### config.mk
export PLATFORM = sky130hd
export DESIGN_NAME = krt_cell
export DESIGN_NICKNAME = d
export VERILOG_FILES = /design/src/design/krt_pkg.sv /design/src/design/krt_cell.sv
export SDC_FILE = /design/constraint.sdc
export NUM_CORES = 1
export LEC_CHECK = 0
export ABC_AREA = 0
export BUFFER_PORTS_ARGS = -buffer_cell sky130_fd_sc_hd__buf_2
export CAP_MARGIN = 40
export CORE_ASPECT_RATIO = 1.2
export CORE_UTILIZATION = 41
export CTS_CLUSTER_SIZE = 10
export DETAILED_ROUTE_END_ITERATION = 7
export GPL_TIMING_DRIVEN = 0
export PLACE_DENSITY = 0.9
export SLEW_MARGIN = 30
export SYNTH_ARGS = -nofsm -noshare
export SYNTH_HDL_FRONTEND = slang
export SYNTH_SLANG_ARGS = --single-unit
### constraint.sdc
create_clock -name clk -period 0.8 [get_ports clk]
set_input_delay 0.04 -clock clk [delete_from_list [all_inputs] [get_ports clk]]
set_output_delay 0.04 -clock clk [all_outputs]
set_load 0.005 [all_outputs]
### src/design/krt_pkg.sv
// shared types and codes for the keyed record table
package krt_pkg;

	localparam int KeyW  = 32;
	localparam int WordW = 64;

	typedef logic [1:0] func_t;
	typedef logic [1:0] status_t;

	localparam func_t FUNC_ADD   = 2'd0;
	localparam func_t FUNC_DEL   = 2'd1;
	localparam func_t FUNC_QUERY = 2'd2;

	localparam status_t ST_OK      = 2'd0;
	localparam status_t ST_FULL    = 2'd1;
	localparam status_t ST_MISSING = 2'd2;

	typedef struct packed {
		logic [KeyW-1:0]  key;
		logic [WordW-1:0] word;
	} entry_t;

	typedef enum logic [1:0] {
		S_IDLE,
		S_RUN,
		S_SEND
	} state_t;

endpackage

### src/design/krt_cell.sv
// one storage cell of the rotating entry ring
module krt_cell (
	input  logic            clk,
	input  logic            shift,
	input  krt_pkg::entry_t d,
	output krt_pkg::entry_t q
);
	import krt_pkg::*;

	entry_t ent_q;

	always_ff @(posedge clk) begin
		if (shift) begin
			ent_q <= d;
		end
	end

	assign q = ent_q;

endmodule

==> summary.txt <==
Syn Std Cell Area: 2883 sq um
GR Util All Layers: 21.43%
Crit path required time: 0.76 ns
Total Power: 10.33 mW
Max-slew violations: 0
Power per cell area: 2011 nW/um^2
Maximum vdd drop: 1.375 mV
WP buf/inv: 1
Min-Delay Path Class: in -> reg
CP Cell Sequence: buf_2
Setup crit start kind: flop
Yosys cell types: 1
Yosys reg bits: 96
EDFF count, synth: 96
Worst Setup EP: q[22]
Initial Utilization: 42.31%
Multi-input gates: 0
Final Non-Filler Cells: 489
RSZ-0062 raised after global routing: yes
Num CTS Buffers: 9
CP Capture Type: output port
Worst Setup SP: q[22]
Sequential area share after synthesis: 100.0%
Max_cap viols: 0
Reg clk slew, reported paths: 0.10 ns
Main flop type after synthesis: edfxtp_1
Die ar.: 7372 sq um
Crit-path max FO: 1
Post-Syn Area per Cell: 30.03 sq um
Die span in x: 78.55 um
Synth Warn #: 0
CTS tree: yes
Fin Hold WS: 0.1072 ns
DR pass1 iterations: 5
H-tree levels: 3
Max Freq: 1045 MHz
DR WL/cell: 16.04 um
Core area: 6813 sq um
DRT iter0 DRCs: 60
Critical path depth: 1
Post-synth top area cell: edfxtp_1
Vias in the first global route: 2268
Postcts setup bufs: 0
RePlAce Congestion: 0.7173
Root buffer cell: clkbuf_8
Largest net degree at the start of global routing: 51
Area Growth Syn to Fin: 78.26%
Fillers: 389
Tmin final: 0.9573 ns
Placed cells: 377
Status: finished, violations left
Crit path arrival time: 0.92 ns
Cell family with most CP delay: flip-flops
Async set-or-reset flop fraction in the synthesized netlist: 0%
Max stage delay on crit path: 0.41 ns
Detailed Route WL: 7846 um
Antenna violations before repair: 0
ANT cells: 0
Synth cell count leaders: edfxtp_1
Actual slew at the worst max-slew pin: 0.4240 ns
Vias per cell: 4.419
LEAKAGE: 2.213 nW
Number of remaining DRC errors: 0
Post-cts gate resize count: 0
Most numerous cell in the Yosys netlist: edfxtp_1
Critical path class: reg -> out
Setup ws final: -0.1573 ns
Clock sinks: 96
Vias: 2161
Final period utilization: 119.7%
TNS Setup: -9.663 ns
Cells after Synth: 96
I/O pin count: 194
Chip Height: 93.86 um
Final Setup Violations: 96
Max reg flops: 96
Critical path's slowest cell: edfxtp_1
Share of cells above drive strength 1: 51.99%
Grt ovf: 0
Synth top area share: 100.0%
Port bufs: 193
First-pass GRT wire length: 11080 um
Failing checks: setup timing
Final nets: 495
Remaining antenna violation count: 0
Slew margin rel.: 71.74%
Area contributors post-synth: edfxtp_1
Final hold violations: 0
Site Rows: 33
Max clock buf depth: 2
Synth Net Count: 194
Multi-input gate area: 0 sq um
==> layer usage <==
metal / vias up / track usage, % / part of all wire (%)
li1: 989 / - / -
met1: 1018 / 21.72 / 35
met2: 136 / 39.13 / 53
met3: 18 / 7.670 / 9.5
met4: 0 / 9.259 / 2.1
met5: - / 0 / 0
==> where the power goes <==
part	switching [mW]	internal, mW
Clock	1.63	1.45
Sequential	0.111	5.97
Combinational	0.450	0.723
==> layout make-up <==
type	count	area (sq um)	area share (%)
well taps	87	108.9	2.118
repair buffers	290	1953	38.01
clock inverters	7	70.07	1.364
clock buffers	9	123.9	2.411
flip-flops and latches	96	2883	56.10
==> timing repair <==
item                                   CTS  global route
endpoints found under the hold margin   96             0
setup endpoints to repair               96            96
hold buffers                            96             0
==> placed cells by master, fill, tap and decap left out, drive strengths merged <==
| master | n |
|---|---|
| inv | 2 |
| buf | 194 |
| clkinv | 4 |
| clkbuf | 9 |
| dlygate4sd3 | 96 |
| edfxtp | 96 |
| bufinv | 1 |
==> through the flow <==
stage	cell area, sq um	worst slack, ns	util, %
floorplan	2883	0.4047	-
global route	5139	-0.2018	75.43
finish	5139	-0.1573	75.43
CTS	5139	-0.1770	75.43
detailed placement	3984	-0.2746	58.48
global placement	3958	-1.040	58.09
==> cell families after synthesis <==
kind of cell | count (synthesis) | synth area share, %
DFF | 96 | 100.0
==> worst min path at each step <==
stage | from | slack (ns) | depth (start not counted) | endpoint
floorplan | d[0] | 0.14 | 0 | q[0]
global placement | d[25] | 0.22 | 1 | q[25]
detailed placement | d[89] | 0.22 | 1 | q[89]
CTS | shift | 0.10 | 1 | q[3]
global route | shift | 0.11 | 1 | q[3]
finish | shift | 0.11 | 1 | q[3]
Note: power is estimated with default switching activity, not from simulation.
