$ cat src/design/krt_pkg.sv
// shared types and codes for the keyed record table
package krt_pkg;

	localparam int KeyW  = 32;
	localparam int WordW = 64;

	typedef logic [1:0] func_t;
	typedef logic [1:0] status_t;

	localparam func_t FUNC_ADD   = 2'd0;
	localparam func_t FUNC_DEL   = 2'd1;
	localparam func_t FUNC_QUERY = 2'd2;

	localparam status_t ST_OK      = 2'd0;
	localparam status_t ST_FULL    = 2'd1;
	localparam status_t ST_MISSING = 2'd2;

	typedef struct packed {
		logic [KeyW-1:0]  key;
		logic [WordW-1:0] word;
	} entry_t;

	typedef enum logic [1:0] {
		S_IDLE,
		S_RUN,
		S_SEND
	} state_t;

endpackage

$ cat src/design/krt_ctrl.sv
// head-of-ring controller: search, append, remove, count and result beat
module krt_ctrl #(
	parameter int CAPACITY = 128
) (
	input  logic                       clk,
	input  logic                       arst_n,
	input  logic                       in_valid,
	output logic                       in_stall,
	input  krt_pkg::func_t             func,
	input  logic [krt_pkg::KeyW-1:0]   key,
	input  logic [krt_pkg::WordW-1:0]  record_word,
	output logic                       out_valid,
	input  logic                       out_stall,
	output krt_pkg::status_t           status,
	output logic [krt_pkg::WordW-1:0]  found_word,
	output logic [7:0]                 entry_count,
	input  krt_pkg::entry_t            head_ent,
	input  krt_pkg::entry_t            next_ent,
	output krt_pkg::entry_t            tail_ent,
	output logic                       shift
);
	import krt_pkg::*;

	localparam int IW = $clog2(CAPACITY);
	localparam int CW = $clog2(CAPACITY + 1);
	localparam logic [IW-1:0] LastIdx = IW'(CAPACITY - 1);
	localparam logic [CW-1:0] CapCnt  = CW'(CAPACITY);

	state_t state_q, state_nx;

	func_t             op_q;
	logic [KeyW-1:0]   key_q;
	logic [WordW-1:0]  word_q;
	logic [IW-1:0]     idx_q;
	logic [CW-1:0]     count_q;
	logic              found_q;
	logic [WordW-1:0]  fword_q;
	status_t           status_q;
	logic [WordW-1:0]  out_word_q;

	logic              accept;
	logic              last;
	logic              in_range;
	logic              hit;
	logic              skip;
	logic              do_add;
	logic              found_all;
	logic [CW-1:0]     idx_ext;

	assign accept    = in_valid && (state_q == S_IDLE);
	assign idx_ext   = CW'(idx_q);
	assign last      = (idx_q == LastIdx);
	assign in_range  = idx_ext < count_q;
	assign hit       = in_range && (head_ent.key == key_q) && !found_q;
	assign skip      = (op_q == FUNC_DEL) && (found_q || hit);
	assign do_add    = (op_q == FUNC_ADD) && (count_q != CapCnt) && (idx_ext == count_q);
	assign found_all = found_q || hit;

	always_comb begin
		if (do_add) begin
			tail_ent.key  = key_q;
			tail_ent.word = word_q;
		end else if (skip) begin
			tail_ent = next_ent;
		end else begin
			tail_ent = head_ent;
		end
	end

	always_ff @(posedge clk or negedge arst_n) begin
		if (!arst_n) begin
			state_q <= S_IDLE;
		end else begin
			state_q <= state_nx;
		end
	end

	always_comb begin
		state_nx  = state_q;
		in_stall  = 1'b1;
		out_valid = 1'b0;
		shift     = 1'b0;
		unique case (state_q)
			S_IDLE: begin
				in_stall = 1'b0;
				if (in_valid) begin
					state_nx = S_RUN;
				end
			end
			S_RUN: begin
				shift = 1'b1;
				if (last) begin
					state_nx = S_SEND;
				end
			end
			S_SEND: begin
				out_valid = 1'b1;
				if (!out_stall) begin
					state_nx = S_IDLE;
				end
			end
			default: begin
				state_nx = S_IDLE;
			end
		endcase
	end

	always_ff @(posedge clk or negedge arst_n) begin
		if (!arst_n) begin
			idx_q   <= '0;
			count_q <= '0;
			found_q <= 1'b0;
		end else if (accept) begin
			idx_q   <= '0;
			found_q <= 1'b0;
		end else if (state_q == S_RUN) begin
			idx_q <= idx_q + 1'b1;
			if (hit) begin
				found_q <= 1'b1;
			end
			if (last) begin
				if ((op_q == FUNC_ADD) && (count_q != CapCnt)) begin
					count_q <= count_q + 1'b1;
				end else if ((op_q == FUNC_DEL) && found_all) begin
					count_q <= count_q - 1'b1;
				end
			end
		end
	end

	always_ff @(posedge clk) begin
		if (accept) begin
			op_q    <= func;
			key_q   <= key;
			word_q  <= record_word;
			fword_q <= '0;
		end else if (state_q == S_RUN) begin
			if (hit) begin
				fword_q <= head_ent.word;
			end
			if (last) begin
				case (op_q)
					FUNC_ADD: begin
						status_q   <= (count_q != CapCnt) ? ST_OK : ST_FULL;
						out_word_q <= '0;
					end
					FUNC_DEL: begin
						status_q   <= found_all ? ST_OK : ST_MISSING;
						out_word_q <= '0;
					end
					FUNC_QUERY: begin
						status_q   <= found_all ? ST_OK : ST_MISSING;
						out_word_q <= found_all ? (hit ? head_ent.word : fword_q) : '0;
					end
					default: begin
						status_q   <= ST_MISSING;
						out_word_q <= '0;
					end
				endcase
			end
		end
	end

	assign status      = status_q;
	assign found_word  = out_word_q;
	assign entry_count = 8'(count_q);

endmodule

$ cat config.mk
export PLATFORM = sky130hd
export DESIGN_NAME = krt_ctrl
export DESIGN_NICKNAME = d
export VERILOG_FILES = /design/src/design/krt_pkg.sv /design/src/design/krt_ctrl.sv
export SDC_FILE = /design/constraint.sdc
export NUM_CORES = 1
export LEC_CHECK = 0
export BUFFER_PORTS_ARGS = -buffer_cell sky130_fd_sc_hd__buf_2
export CAP_MARGIN = 20
export CORE_AREA = 3 3 181 183
export DETAILED_ROUTE_END_ITERATION = 7
export DIE_AREA = 0 0 184 186
export SYNTH_ARGS = -nofsm -noshare
export SYNTH_HDL_FRONTEND = slang
export SYNTH_SLANG_ARGS = --single-unit
$ cat constraint.sdc
create_clock -name clk -period 8.6 [get_ports clk]
set_clock_uncertainty 0.1 [all_clocks]
set_input_delay 1.29 -clock clk [delete_from_list [all_inputs] [get_ports clk]]
set_output_delay 1.29 -clock clk [all_outputs]
set_load 0.02 [all_outputs]
==> results.toml <==
[synth]
synth_top_cell_area_share_pct = 42.03
synthFlopType = "edfxtp_1"
synth-seq-area-share_pct = 56.81
netlist_top_cells_count = "238 x nand2_1, 164 x edfxtp_1, 133 x o21ai_0"
synth_cells = 1091
yosysMostFrequentCell = "nand2_1"
yosysWarnings = 0
yosysTopAreaCell = "edfxtp_1"
synth_edf_count = 164
yosys-top-cells-area = "edfxtp_1 42%, dfxtp_1 11%, mux2i_1 8.5%"
ys_async_sr_fraction_pct = 7.317
synth_nets = 1403
synth-seq-cells = 246
synth_cell_types = 41
synthesis.area_um2 = 11720
syn_area_per_cell_um2 = 10.74

[setup_path]
start_kind = "flip-flop"
required_ps = 7210
crit_path_end = "tail_ent[32]"
startpoint = "entry_count[1]"
worst_r2r_path_depth = 10
r2r-end = "fword_q[0]"
cp_max_fo = 51
r2r-start = "entry_count[1]"
rrSetupSlack_ps = 4590
cp.arrival_ps = 4080
path_class = "flip-flop to output pin"
crit_path_cell_trace = "inv_1 -> ha_1 -> nor2b_1 -> o211ai_1 -> a21oi_1 -> nor4_4 -> o21ai_4 -> buf_4 -> mux2i_1 -> o21ai_0 -> buf_2"
slowest_stage = "buf_4"
end_kind = "output pin"
max_stage_delay_ps = 820

[clock_tree]
ctsHoldBuffers = 0
clk_pin_slew_ps = 60
clock_latency_ps = 540
cts_made_buffers = 29
cts_resized = 0
clk_path_buf_depth = 3
htreeDepth = 1
cts_tree = "done"
cts_sinks = 246
cts-root-buf = "clkbuf_16"
post_cts_buffers = 0

[die]
dieArea_um2 = 34220
rows = 65
design.core.area_um2 = 31390
io_pins = 467
initial_core_util_pct = 37.33
die_y_um = 186
die_w_um = 184

[detailed_routing]
drtIter0Drc = 642
vias = 9912
post_drt_wl_per_cell_um = 19.36
drc = 0
viasPerCell = 5.070
antenna_left = 0
drt_first_pass_iters = 5
wl_um = 37850

[sta]
period_share_pct = 63.65
slew_viol_final = 0
rsz0062_at_grt = "false"
setup_viol = 0
fmaxAchievable_mhz = 182.7
hold_viol_final = 0
post-route-min-period_ps = 5474
finalWorstSetupSlack_ps = 3126
tns_ps = 0
worstMarginPinSlew_ps = 1025
slew_headroom_pct = 31.67

[finish]
layout-drive-gt1-share_pct = 34.17
nets = 1838
area_growth_pct = 30.80

[power_and_ir_drop]
ir_drop_mv = 0.1447
leakagePower_nw = 7.063
power.density_nw_per_um2 = 181.8
power_mw = 2.787

[global_route]
grt_remaining_overflow = 0
antenna_found_initial = 6
grt_usage_pct = 20.95
grt_max_degree = 105
grt_pass1_wl_um = 55570
grt_pass1_vias = 9561

[place]
portBuffers = 466
hpwl_um = 27140
gp_congestion = 0.9044
place_ws_ps = 3193

[min_path]
hold_path.class = "flip-flop to flip-flop"
min_from = "fword_q[2]"

[outcome]
outcome = "complete, no violations"

[flow_run]
cap_viol_max_count = 0
[layout by cell type (no fill, tap or decap), types with 2 or more instances in the layout]
| master | Yosys | routed |
|---|---|---|
| o21ai_0 | 133 | 133 |
| mux2i_1 | 100 | 100 |
| buf_2 | 20 | 466 |
| a21oi_1 | 8 | 8 |
| nand2_1 | 238 | 238 |
| a21o_1 | 3 | 3 |
| ha_1 | 17 | 16 |
| nand3_1 | 3 | 3 |
| xor2_1 | 36 | 36 |
| a22o_1 | 64 | 64 |
| nand4_1 | 6 | 6 |
| and3_1 | 3 | 3 |
| nor2_1 | 10 | 9 |
| mux2_1 | 2 | 2 |
| clkinv_2 | 0 | 4 |
| buf_4 | 3 | 11 |
| inv_1 | 13 | 11 |
| clkbuf_8 | 0 | 4 |
| o21ai_1 | 41 | 40 |
| diode_2 | 0 | 5 |
| dfrtp_1 | 18 | 17 |
| nor2b_1 | 2 | 2 |
| and2_1 | 64 | 64 |
| clkbuf_1 | 47 | 11 |
| bufinv_16 | 0 | 2 |
| dfxtp_1 | 64 | 64 |
| edfxtp_1 | 164 | 164 |
| nor4_1 | 9 | 9 |
| nor3_1 | 3 | 2 |
| clkbuf_16 | 0 | 30 |
| o21bai_1 | 2 | 2 |
| xnor2_1 | 3 | 3 |
[critical path: cells and delay by family (launching register included)]
kind / cells / cell delay (ps)
AND/OR/NAND/NOR: 2 / 240
adder cells (fa/ha/maj): 1 / 290
AO/OA/AOI/OAI: 4 / 1080
buffers and inverters: 3 / 1100
flip-flops: 1 / 470
multiplexers: 1 / 270
[layout make-up]
| cell class | instances | area, µm² |
|---|---|---|
| inverter | 14 | 56.30 |
| clock buffer | 45 | 847.1 |
| antenna | 5 | 12.51 |
| clock inverter | 8 | 100.1 |
| tap | 402 | 503.0 |
| fill | 2998 | 16070 |
| sequential | 246 | 6660 |
| timing repair buffer | 477 | 2415 |
| multi-input combinational | 758 | 4732 |
[power breakdown]
group	total (mW)	internal [mW]	leakage (nW)	switching [mW]
combinational	0.256	0.107	4.23	0.149
sequential	1.31	1.29	2.38	0.0221
clock	1.22	0.735	0.460	0.483
total	2.79	2.13	7.06	0.655
[state kept, by name (all words and copies together) (netlist names)]
name / count
idx_q: 7
found_word: 64
status: 2
word_q: 64
state_q: 2
fword_q: 64
key_q: 32
op_q: 2
entry_count: 8
found_q: 1
[logic make-up (layout without fill, tap and decap cells)]
group,count (synthesis),count (layout),share of synthesized area [%]
AO/OA/AOI/OAI,255,255,13.22
XOR/XNOR,39,39,2.915
adder cells (fa/ha/maj),18,18,1.986
buffers and inverters,87,544,3.161
flip-flops,246,246,56.81
multiplexers,102,102,8.735
other,0,5,0
AND/OR/NAND/NOR,344,344,13.18
[stage by stage]
stage | area, µm² | cells | hold slack [ps] | util, %
final | 15330 | 1955 | 372.5 | 48.82
after global routing | 15320 | 1953 | 384.4 | 48.80
after detailed placement | 14370 | 1897 | 354.9 | 45.76
after global placement | 14370 | 1897 | 355.3 | 45.76
after CTS | 15310 | 1950 | 374.6 | 48.78
after floorplan | 11720 | 1091 | 342.0 | -
[routing by layer]
| layer | up-vias | GRT usage, % | wire length [µm] |
|---|---|---|---|
| met5 | - | 0 | 8 |
| met4 | 2 | 6.380 | 1409 |
| met3 | 67 | 4.964 | 2717 |
| met2 | 372 | 37.03 | 18760 |
| met1 | 4694 | 25.47 | 14960 |
| li1 | 4777 | - | - |
[how the worst min path moves through the flow]
stage / endpoint / slack, ps / cells past startpoint
3_3_place_gp: fword_q[39] / 360 / 1
3_5_place_dp: fword_q[54] / 350 / 1
4_1_cts: fword_q[61] / 370 / 1
6_report: fword_q[2] / 370 / 1
2_1_floorplan: fword_q[0] / 340 / 1
5_1_grt: fword_q[14] / 380 / 1
No activity file was read; power rests on OpenSTA's default activity.
